==> config.mk <==
export PLATFORM = sky130hd
export DESIGN_NAME = tcp_option_parser_unit
export DESIGN_NICKNAME = d
export VERILOG_FILES = /design/src/tcpop_pkg.sv /design/src/tcp_option_parser_unit.sv
export SDC_FILE = /design/constraint.sdc
export NUM_CORES = 1
export LEC_CHECK = 0
export BUFFER_PORTS_ARGS = -buffer_cell sky130_fd_sc_hd__buf_2
export CORE_UTILIZATION = 25
export DETAILED_ROUTE_END_ITERATION = 12
export GPL_TIMING_DRIVEN = 0
export SYNTH_ARGS = -nofsm -noshare
export SYNTH_HDL_FRONTEND = slang
export SYNTH_SLANG_ARGS = --single-unit
export TNS_END_PERCENT = 100
==> constraint.sdc <==
create_clock -name clock -period 7.7 [get_ports clock]
set_clock_uncertainty 0.15 [all_clocks]
set_input_delay 0.385 -clock clock [delete_from_list [all_inputs] [get_ports clock]]
set_output_delay 0.385 -clock clock [all_outputs]
set_load 0.005 [all_outputs]
==> src/tcpop_pkg.sv <==
// types and constants of the tcp option parser
// no dependencies
`timescale 1ns / 1ps

package tcpop_pkg;

   localparam logic [7:0] OPT_KIND_END    = 8'd0;
   localparam logic [7:0] OPT_KIND_NOP    = 8'd1;
   localparam logic [7:0] OPT_KIND_MSS    = 8'd2;
   localparam logic [7:0] OPT_KIND_WSCALE = 8'd3;
   localparam logic [7:0] WSCALE_LIMIT    = 8'd14;
   localparam logic [5:0] MSS_OPT_LEN     = 6'd4;
   localparam logic [5:0] WSCALE_OPT_LEN  = 6'd3;
   localparam logic [7:0] MIN_OPT_LEN     = 8'd2;

   localparam logic [4:0] HDR_OFFSET_POS = 5'd12;
   localparam logic [4:0] HDR_LAST_POS   = 5'd19;
   localparam logic [5:0] HDR_BASE_LEN   = 6'd20;

   // skip counter marks for the length byte of mss and window scale
   localparam logic [5:0] MARK_MSS = 6'd62;
   localparam logic [5:0] MARK_WS  = 6'd63;

   typedef enum logic [1:0] {
      ST_OK      = 2'd0,
      ST_NO_OPT  = 2'd1,
      ST_BAD_LEN = 2'd2,
      ST_EARLY   = 2'd3
   } status_type;

   typedef enum logic [7:0] {
      PH_IDLE  = 8'b0000_0001,
      PH_HDR   = 8'b0000_0010,
      PH_KIND  = 8'b0000_0100,
      PH_LEN   = 8'b0000_1000,
      PH_SKIP  = 8'b0001_0000,
      PH_MSSHI = 8'b0010_0000,
      PH_MSSLO = 8'b0100_0000,
      PH_WSVAL = 8'b1000_0000
   } phase_type;

   typedef struct packed {
      logic [7:0]  out_byte;
      logic        done_res;
      status_type  status;
      logic        mss_seen;
      logic [15:0] mss_value;
      logic        wscale_seen;
      logic [3:0]  wscale_value;
   } result_type;

endpackage

==> src/tcp_option_parser_unit.sv <==
// top level of the tcp option parser: option walk, mss rewrite, result buffer
// depends on tcpop_pkg
//
//   channel | ports                        | role
//   req     | req_valid, req_stall, req_*  | header bytes in, one beat per byte
//   rsp     | rsp_valid, rsp_stall, rsp_*  | byte out plus verdict, one beat per byte
//   csr     | csr_wr_en, csr_wr_data       | mss rewrite value
//
// one beat in per cycle unless req_stall; results go to output register or skid
// the option walk updates its registered state from each accepted byte
// a two-entry output buffer (output register plus skid) keeps req open while
// one result waits; req_stall rises only when both entries are full
// synchronous reset clears the walk, the rewrite register and the buffer
`timescale 1ns / 1ps

module tcp_option_parser_unit (
   input  logic                     clock,
   input  logic                     reset,
   input  logic                     req_valid,
   output logic                     req_stall,
   input  logic [7:0]               req_data_byte,
   input  logic                     req_first_byte,
   input  logic                     req_last_byte,
   output logic                     rsp_valid,
   input  logic                     rsp_stall,
   output logic [7:0]               rsp_out_byte,
   output logic                     rsp_done_res,
   output tcpop_pkg::status_type    rsp_status,
   output logic                     rsp_mss_seen,
   output logic [15:0]              rsp_mss_value,
   output logic                     rsp_wscale_seen,
   output logic [3:0]               rsp_wscale_value,
   input  logic                     csr_wr_en,
   input  logic [15:0]              csr_wr_data
);
   import tcpop_pkg::*;

   logic [15:0] mss_rewrite_ff;

   phase_type   phase_ff, phase_in;
   logic [4:0]  pos_ff, pos_in;
   logic [5:0]  opt_left_ff, opt_left_in;
   logic [5:0]  skip_ff, skip_in;
   logic [15:0] mss_accum_ff, mss_accum_in;
   logic        mss_found_ff, mss_found_in;
   logic [3:0]  wscale_ff, wscale_in;
   logic        wscale_found_ff, wscale_found_in;

   result_type  res_in;
   result_type  out_ff;
   result_type  skid_ff;
   logic        out_valid_ff;
   logic        skid_valid_ff;

   logic        accept;
   logic        out_take;
   logic        fin_done;
   status_type  fin_status;
   logic [7:0]  ob;
   logic [5:0]  hdr_len;
   logic [5:0]  consumed;

   assign accept   = req_valid && !skid_valid_ff;
   assign out_take = out_valid_ff && !rsp_stall;
   assign hdr_len  = {req_data_byte[7:4], 2'b00};

   always_comb begin
      phase_in        = phase_ff;
      pos_in          = pos_ff;
      opt_left_in     = opt_left_ff;
      skip_in         = skip_ff;
      mss_accum_in    = mss_accum_ff;
      mss_found_in    = mss_found_ff;
      wscale_in       = wscale_ff;
      wscale_found_in = wscale_found_ff;
      fin_done        = 1'b0;
      fin_status      = ST_OK;
      ob              = req_data_byte;
      consumed        = '0;

      if (req_first_byte) begin
         phase_in        = PH_HDR;
         pos_in          = '0;
         opt_left_in     = '0;
         skip_in         = '0;
         mss_accum_in    = '0;
         mss_found_in    = 1'b0;
         wscale_in       = '0;
         wscale_found_in = 1'b0;
      end

      case (phase_in)
         PH_HDR: begin
            if (pos_in == HDR_OFFSET_POS && hdr_len <= HDR_BASE_LEN) begin
               fin_done   = 1'b1;
               fin_status = ST_NO_OPT;
               phase_in   = PH_IDLE;
            end else begin
               if (pos_in == HDR_OFFSET_POS) begin
                  opt_left_in = hdr_len - HDR_BASE_LEN;
               end
               if (pos_in >= HDR_LAST_POS) begin
                  phase_in = PH_KIND;
               end else begin
                  pos_in = pos_in + 5'd1;
               end
            end
         end
         PH_KIND: begin
            if (req_data_byte == OPT_KIND_END) begin
               fin_done = 1'b1;
               phase_in = PH_IDLE;
            end else if (req_data_byte == OPT_KIND_NOP) begin
               consumed = 6'd1;
            end else if (req_data_byte == OPT_KIND_MSS) begin
               skip_in  = MARK_MSS;
               phase_in = PH_LEN;
            end else if (req_data_byte == OPT_KIND_WSCALE) begin
               skip_in  = MARK_WS;
               phase_in = PH_LEN;
            end else begin
               skip_in  = '0;
               phase_in = PH_LEN;
            end
         end
         PH_LEN: begin
            if (skip_in == MARK_MSS) begin
               phase_in = PH_MSSHI;
            end else if (skip_in == MARK_WS) begin
               phase_in = PH_WSVAL;
            end else if (req_data_byte < MIN_OPT_LEN
                         || req_data_byte > {2'b00, opt_left_in}) begin
               fin_done   = 1'b1;
               fin_status = ST_BAD_LEN;
               phase_in   = PH_IDLE;
            end else begin
               opt_left_in = opt_left_in - req_data_byte[5:0];
               if (opt_left_in == '0) begin
                  fin_done = 1'b1;
                  phase_in = PH_IDLE;
               end else if (req_data_byte == MIN_OPT_LEN) begin
                  phase_in = PH_KIND;
               end else begin
                  skip_in  = req_data_byte[5:0] - MIN_OPT_LEN[5:0];
                  phase_in = PH_SKIP;
               end
            end
         end
         PH_SKIP: begin
            if (skip_in <= 6'd1) begin
               skip_in  = '0;
               phase_in = PH_KIND;
            end else begin
               skip_in = skip_in - 6'd1;
            end
         end
         PH_MSSHI: begin
            if (mss_rewrite_ff != '0) begin
               ob = mss_rewrite_ff[15:8];
            end
            mss_accum_in = {ob, 8'h00};
            phase_in     = PH_MSSLO;
         end
         PH_MSSLO: begin
            if (mss_rewrite_ff != '0) begin
               ob           = mss_rewrite_ff[7:0];
               mss_accum_in = mss_rewrite_ff;
            end else begin
               mss_accum_in = {mss_accum_in[15:8], req_data_byte};
            end
            mss_found_in = 1'b1;
            consumed     = MSS_OPT_LEN;
         end
         PH_WSVAL: begin
            wscale_in       = (req_data_byte > WSCALE_LIMIT) ?
                              WSCALE_LIMIT[3:0] : req_data_byte[3:0];
            wscale_found_in = 1'b1;
            consumed        = WSCALE_OPT_LEN;
         end
         default: begin
         end
      endcase

      // option fully taken: count down the bytes left, saturating
      if (consumed != '0) begin
         opt_left_in = (opt_left_in > consumed) ? (opt_left_in - consumed) : '0;
         if (opt_left_in == '0) begin
            fin_done = 1'b1;
            phase_in = PH_IDLE;
         end else begin
            phase_in = PH_KIND;
         end
      end

      if (!fin_done && phase_in != PH_IDLE && req_last_byte) begin
         fin_done   = 1'b1;
         fin_status = ST_EARLY;
         phase_in   = PH_IDLE;
      end

      res_in.out_byte     = ob;
      res_in.done_res     = fin_done;
      res_in.status       = fin_done ? fin_status : ST_OK;
      res_in.mss_seen     = fin_done && mss_found_in;
      res_in.mss_value    = (fin_done && mss_found_in) ? mss_accum_in : '0;
      res_in.wscale_seen  = fin_done && wscale_found_in;
      res_in.wscale_value = (fin_done && wscale_found_in) ? wscale_in : '0;
   end

   always_ff @(posedge clock) begin
      if (reset) begin
         mss_rewrite_ff <= '0;
      end else if (csr_wr_en) begin
         mss_rewrite_ff <= csr_wr_data;
      end
   end

   always_ff @(posedge clock) begin
      if (reset) begin
         phase_ff        <= PH_IDLE;
         pos_ff          <= '0;
         opt_left_ff     <= '0;
         skip_ff         <= '0;
         mss_accum_ff    <= '0;
         mss_found_ff    <= 1'b0;
         wscale_ff       <= '0;
         wscale_found_ff <= 1'b0;
      end else if (accept) begin
         phase_ff        <= phase_in;
         pos_ff          <= pos_in;
         opt_left_ff     <= opt_left_in;
         skip_ff         <= skip_in;
         mss_accum_ff    <= mss_accum_in;
         mss_found_ff    <= mss_found_in;
         wscale_ff       <= wscale_in;
         wscale_found_ff <= wscale_found_in;
      end
   end

   // output register with skid entry behind it
   always_ff @(posedge clock) begin
      if (reset) begin
         out_valid_ff  <= 1'b0;
         skid_valid_ff <= 1'b0;
      end else if (skid_valid_ff) begin
         if (out_take) begin
            out_ff        <= skid_ff;
            skid_valid_ff <= 1'b0;
         end
      end else if (accept) begin
         if (!out_valid_ff || out_take) begin
            out_ff       <= res_in;
            out_valid_ff <= 1'b1;
         end else begin
            skid_ff       <= res_in;
            skid_valid_ff <= 1'b1;
         end
      end else if (out_take) begin
         out_valid_ff <= 1'b0;
      end
   end

   assign req_stall        = skid_valid_ff;
   assign rsp_valid        = out_valid_ff;
   assign rsp_out_byte     = out_ff.out_byte;
   assign rsp_done_res     = out_ff.done_res;
   assign rsp_status       = out_ff.status;
   assign rsp_mss_seen     = out_ff.mss_seen;
   assign rsp_mss_value    = out_ff.mss_value;
   assign rsp_wscale_seen  = out_ff.wscale_seen;
   assign rsp_wscale_value = out_ff.wscale_value;

endmodule

==> flow_metrics.tcl <==
set metrics [dict create \
    fp.dieW_microns 176.8 \
    syn_avg_cell_area_sq_um 9.081 \
    netlist_instances 841 \
    critPathKind "primary input to flop" \
    grt_max_degree 34 \
    synth-seq-cells 131 \
    die_h_microns 176.8 \
    yosys.area.top_type "edfxtp_1" \
    cts_buffers 17 \
    rr_worst_depth 20 \
    cap_violations 0 \
    cts_tree "done" \
    synth_compound_area_frac 0.2040 \
    design_area_sq_um 9044 \
    rrSetupSlack_ns 2.61 \
    yosysWarnings 0 \
    maxSlewHeadroom 0.2318 \
    placed_area_sq_um 8472 \
    synthXorXnorAreaFrac 0.01491 \
    worst_slack_ns 1.830 \
    area_delta_synth_final_pct 18.41 \
    crit_path_start_kind "primary input" \
    dp_hpwl_mm 17.39 \
    setup_viol 0 \
    num_vias 6820 \
    ant_nets 0 \
    grt_overflow 0 \
    rows 63 \
    status "finished, final reports clean" \
    period_share 0.7623 \
    synth_edf_count 66 \
    post_cts_buffers 0 \
    dr.pass1.iters 9 \
    clock_tree.htree_level_count 4 \
    clk_latency_ns 0.43 \
    antenna_found_initial 2 \
    rr_endpoint "rsp_mss_seen" \
    final_common_cell "nor2_1" \
    irDropWorstVdd_uv 138.3 \
    synth.distinct_cells 79 \
    nets 979 \
    final_cell_mix "nor2_1 (101), nand2_1 (84), edfxtp_1 (66)" \
    hp-class "primary input to flop" \
    crit_fanout 10 \
    yosysTopAreaCellShare 0.2595 \
    finalCriticalPeriod_ns 5.870 \
    syn-cell-area_sq_um 7637 \
    power.total_w 0.001768 \
    first_global_vias 6450 \
    routed_via_density 5.147 \
    hp-start "csr_wr_data[0]" \
    cts.sinks 131 \
    portBuffers 60 \
    max_freq_ghz 0.1704 \
    tns_ns 0 \
    ios 66 \
    grt_pass1_wl_mm 36.02 \
    required_ns 7.70 \
    start_util 0.2556 \
    rsz0062_at_grt "false" \
    synthTopCellsByArea "edfxtp_1 (26%), dfxtp_1 (17%), nor2_1 (5.0%)" \
    place_ws_ns 1.497 \
    ys_seq_area_frac 0.4299 \
    end_kind "flop" \
    fp.coreArea_sq_um 29870 \
    clockRootBuffer "clkbuf_16" \
    drc_errors 0 \
    r2r-start "opt_left_ff[5]" \
    async_flop_share 0 \
    cts_hold_buf 0 \
    power.density_nw_per_um2 195.5 \
    worstPathArrival_ns 5.87 \
    cts_buffer_depth 2 \
    drt_iter0_drc 767 \
    maxSlewViolCount 0 \
    drive_above_1_share 0.1531 \
    tightest_slew_ns 1.145 \
    clkTransAtPathRegs_ns 0.06 \
    synth_fp_nets 899 \
    die_area_sq_um 31250 \
    ys.flop_type "edfxtp_1" \
    gr-usage-all-layers 0.1499 \
    muxShareOfSynthArea 0.04341 \
    yosys.area_share.simple 0.2058 \
    synthAdderAreaFrac 0.04620 \
    cts-resized-gates 0 \
    p_leak_nw 3.352 \
    wl_per_cell_microns 17.58 \
    drt-total-wl_mm 23.29 \
    whs_path_depth 3 \
    min_to "mss_rewrite_ff[0]" \
    synth_top_family_by_area "simple AND/OR/NAND/NOR gates" \
    finalHoldViolations 0 \
    place_congestion 0.9348 \
]
state kept, by name, indices dropped and copies added, names as in the netlist, 2 cells and up:
register and count:
rsp_wscale_value 4, wscale_ff 4, skip_ff 6, rsp_mss_value 16, skid_ff 33, opt_left_ff 6
phase_ff 8, mss_rewrite_ff 16, rsp_out_byte 8, pos_ff 5, rsp_status 2, mss_accum_ff 16
cell type report:
class	instances	area, sq um
Timing Repair Buffer	61	327.8
Clock inverter	12	101.3
Sequential cell	131	3283
Antenna cell	1	2.502
Clock buffer	20	461.7
Inverter	40	152.6
Fill cell	3136	20830
Buffer	61	274.0
Tap cell	390	488.0
Multi-Input combinational cell	609	3953
per-stage QoR:
stage / utilization / cells / hold WS, ns
after floorplan: - / 841 / 0.2866
after global placement: 0.2820 / 1291 / 0.2990
after detailed placement: 0.2836 / 1292 / 0.3071
after CTS: 0.3024 / 1324 / 0.03948
after global routing: 0.3026 / 1324 / 0.04542
final: 0.3027 / 1325 / 0.04636
synthesized netlist by cell type (all sizes together) (3+ instances only):
cell type  count
nor2         101
xnor2          8
buf           13
nor3b          8
a21oi         58
mux2i         23
a21o           5
nor2b         13
or2            6
a222oi        11
nand2         85
nand4          4
clkbuf        48
nand2b         9
nand3         16
a221oi         3
and2           4
nor3          35
xor2           5
a311oi         5
ha            25
a2111oi        3
or3b           3
or4            4
o41ai         13
and4           4
o21ai         41
a31oi          8
a31o           5
o31a           3
mux2           9
a22oi          5
dfxtp         65
nor4          10
a22o           5
a211oi        23
edfxtp        66
and3          12
inv           40
o2111ai        3
power by group:
part / leakage (nW) / internal (W) / switching, W
Clock: 0.284 / 0.000466 / 0.000317
Sequential: 1.14 / 0.000760 / 0.0000166
Combinational: 1.93 / 0.0000741 / 0.000134
Total: 3.35 / 0.00130 / 0.000468
logic make-up after synthesis:
| family | count (synthesis) |
|---|---|
| AND/OR/NAND/NOR | 323 |
| AO/OA/AOI/OAI | 214 |
| flip-flops | 131 |
| buffers and inverters | 101 |
| multiplexers | 32 |
| adder cells (fa/ha/maj) | 27 |
| XOR/XNOR | 13 |
layer usage:
| metal | part of all wire | GRT usage |
|---|---|---|
| met1 | 0.44 | 0.1963 |
| met2 | 0.46 | 0.2395 |
| met3 | 0.071 | 0.03372 |
| met4 | 0.020 | 0.05568 |
| met5 | 0.00056 | 0 |
critical path: stages:
cell,delay [ns]
clkbuf_1,0.23
inv_1,0.29
clkbuf_1,0.55
nand2_1,0.32
inv_1,0.14
ha_1,0.26
and4_1,0.22
nand4b_1,0.16
a21oi_1,0.26
or3_1,0.15
buf_2,0.23
a31oi_1,0.11
a21oi_1,0.36
inv_1,0.12
fa_1,0.44
inv_1,0.07
a21oi_1,0.07
a31o_2,0.24
a31oi_1,0.17
mux2i_1,0.09
and3_1,0.27
a21oi_4,0.40
buf_6,0.23
o31ai_1,0.10
how the worst max path moves through the flow:
stage / from / endpoint / cells after the start
after floorplan: req_first_byte / rsp_mss_value[10] / 24
after global placement: req_first_byte / rsp_mss_value[13] / 24
after detailed placement: req_first_byte / rsp_mss_value[13] / 24
after CTS: req_first_byte / rsp_mss_seen / 24
after global routing: req_first_byte / rsp_mss_seen / 24
final: req_first_byte / rsp_mss_seen / 24
Note: power is estimated with default switching activity, not from simulation.
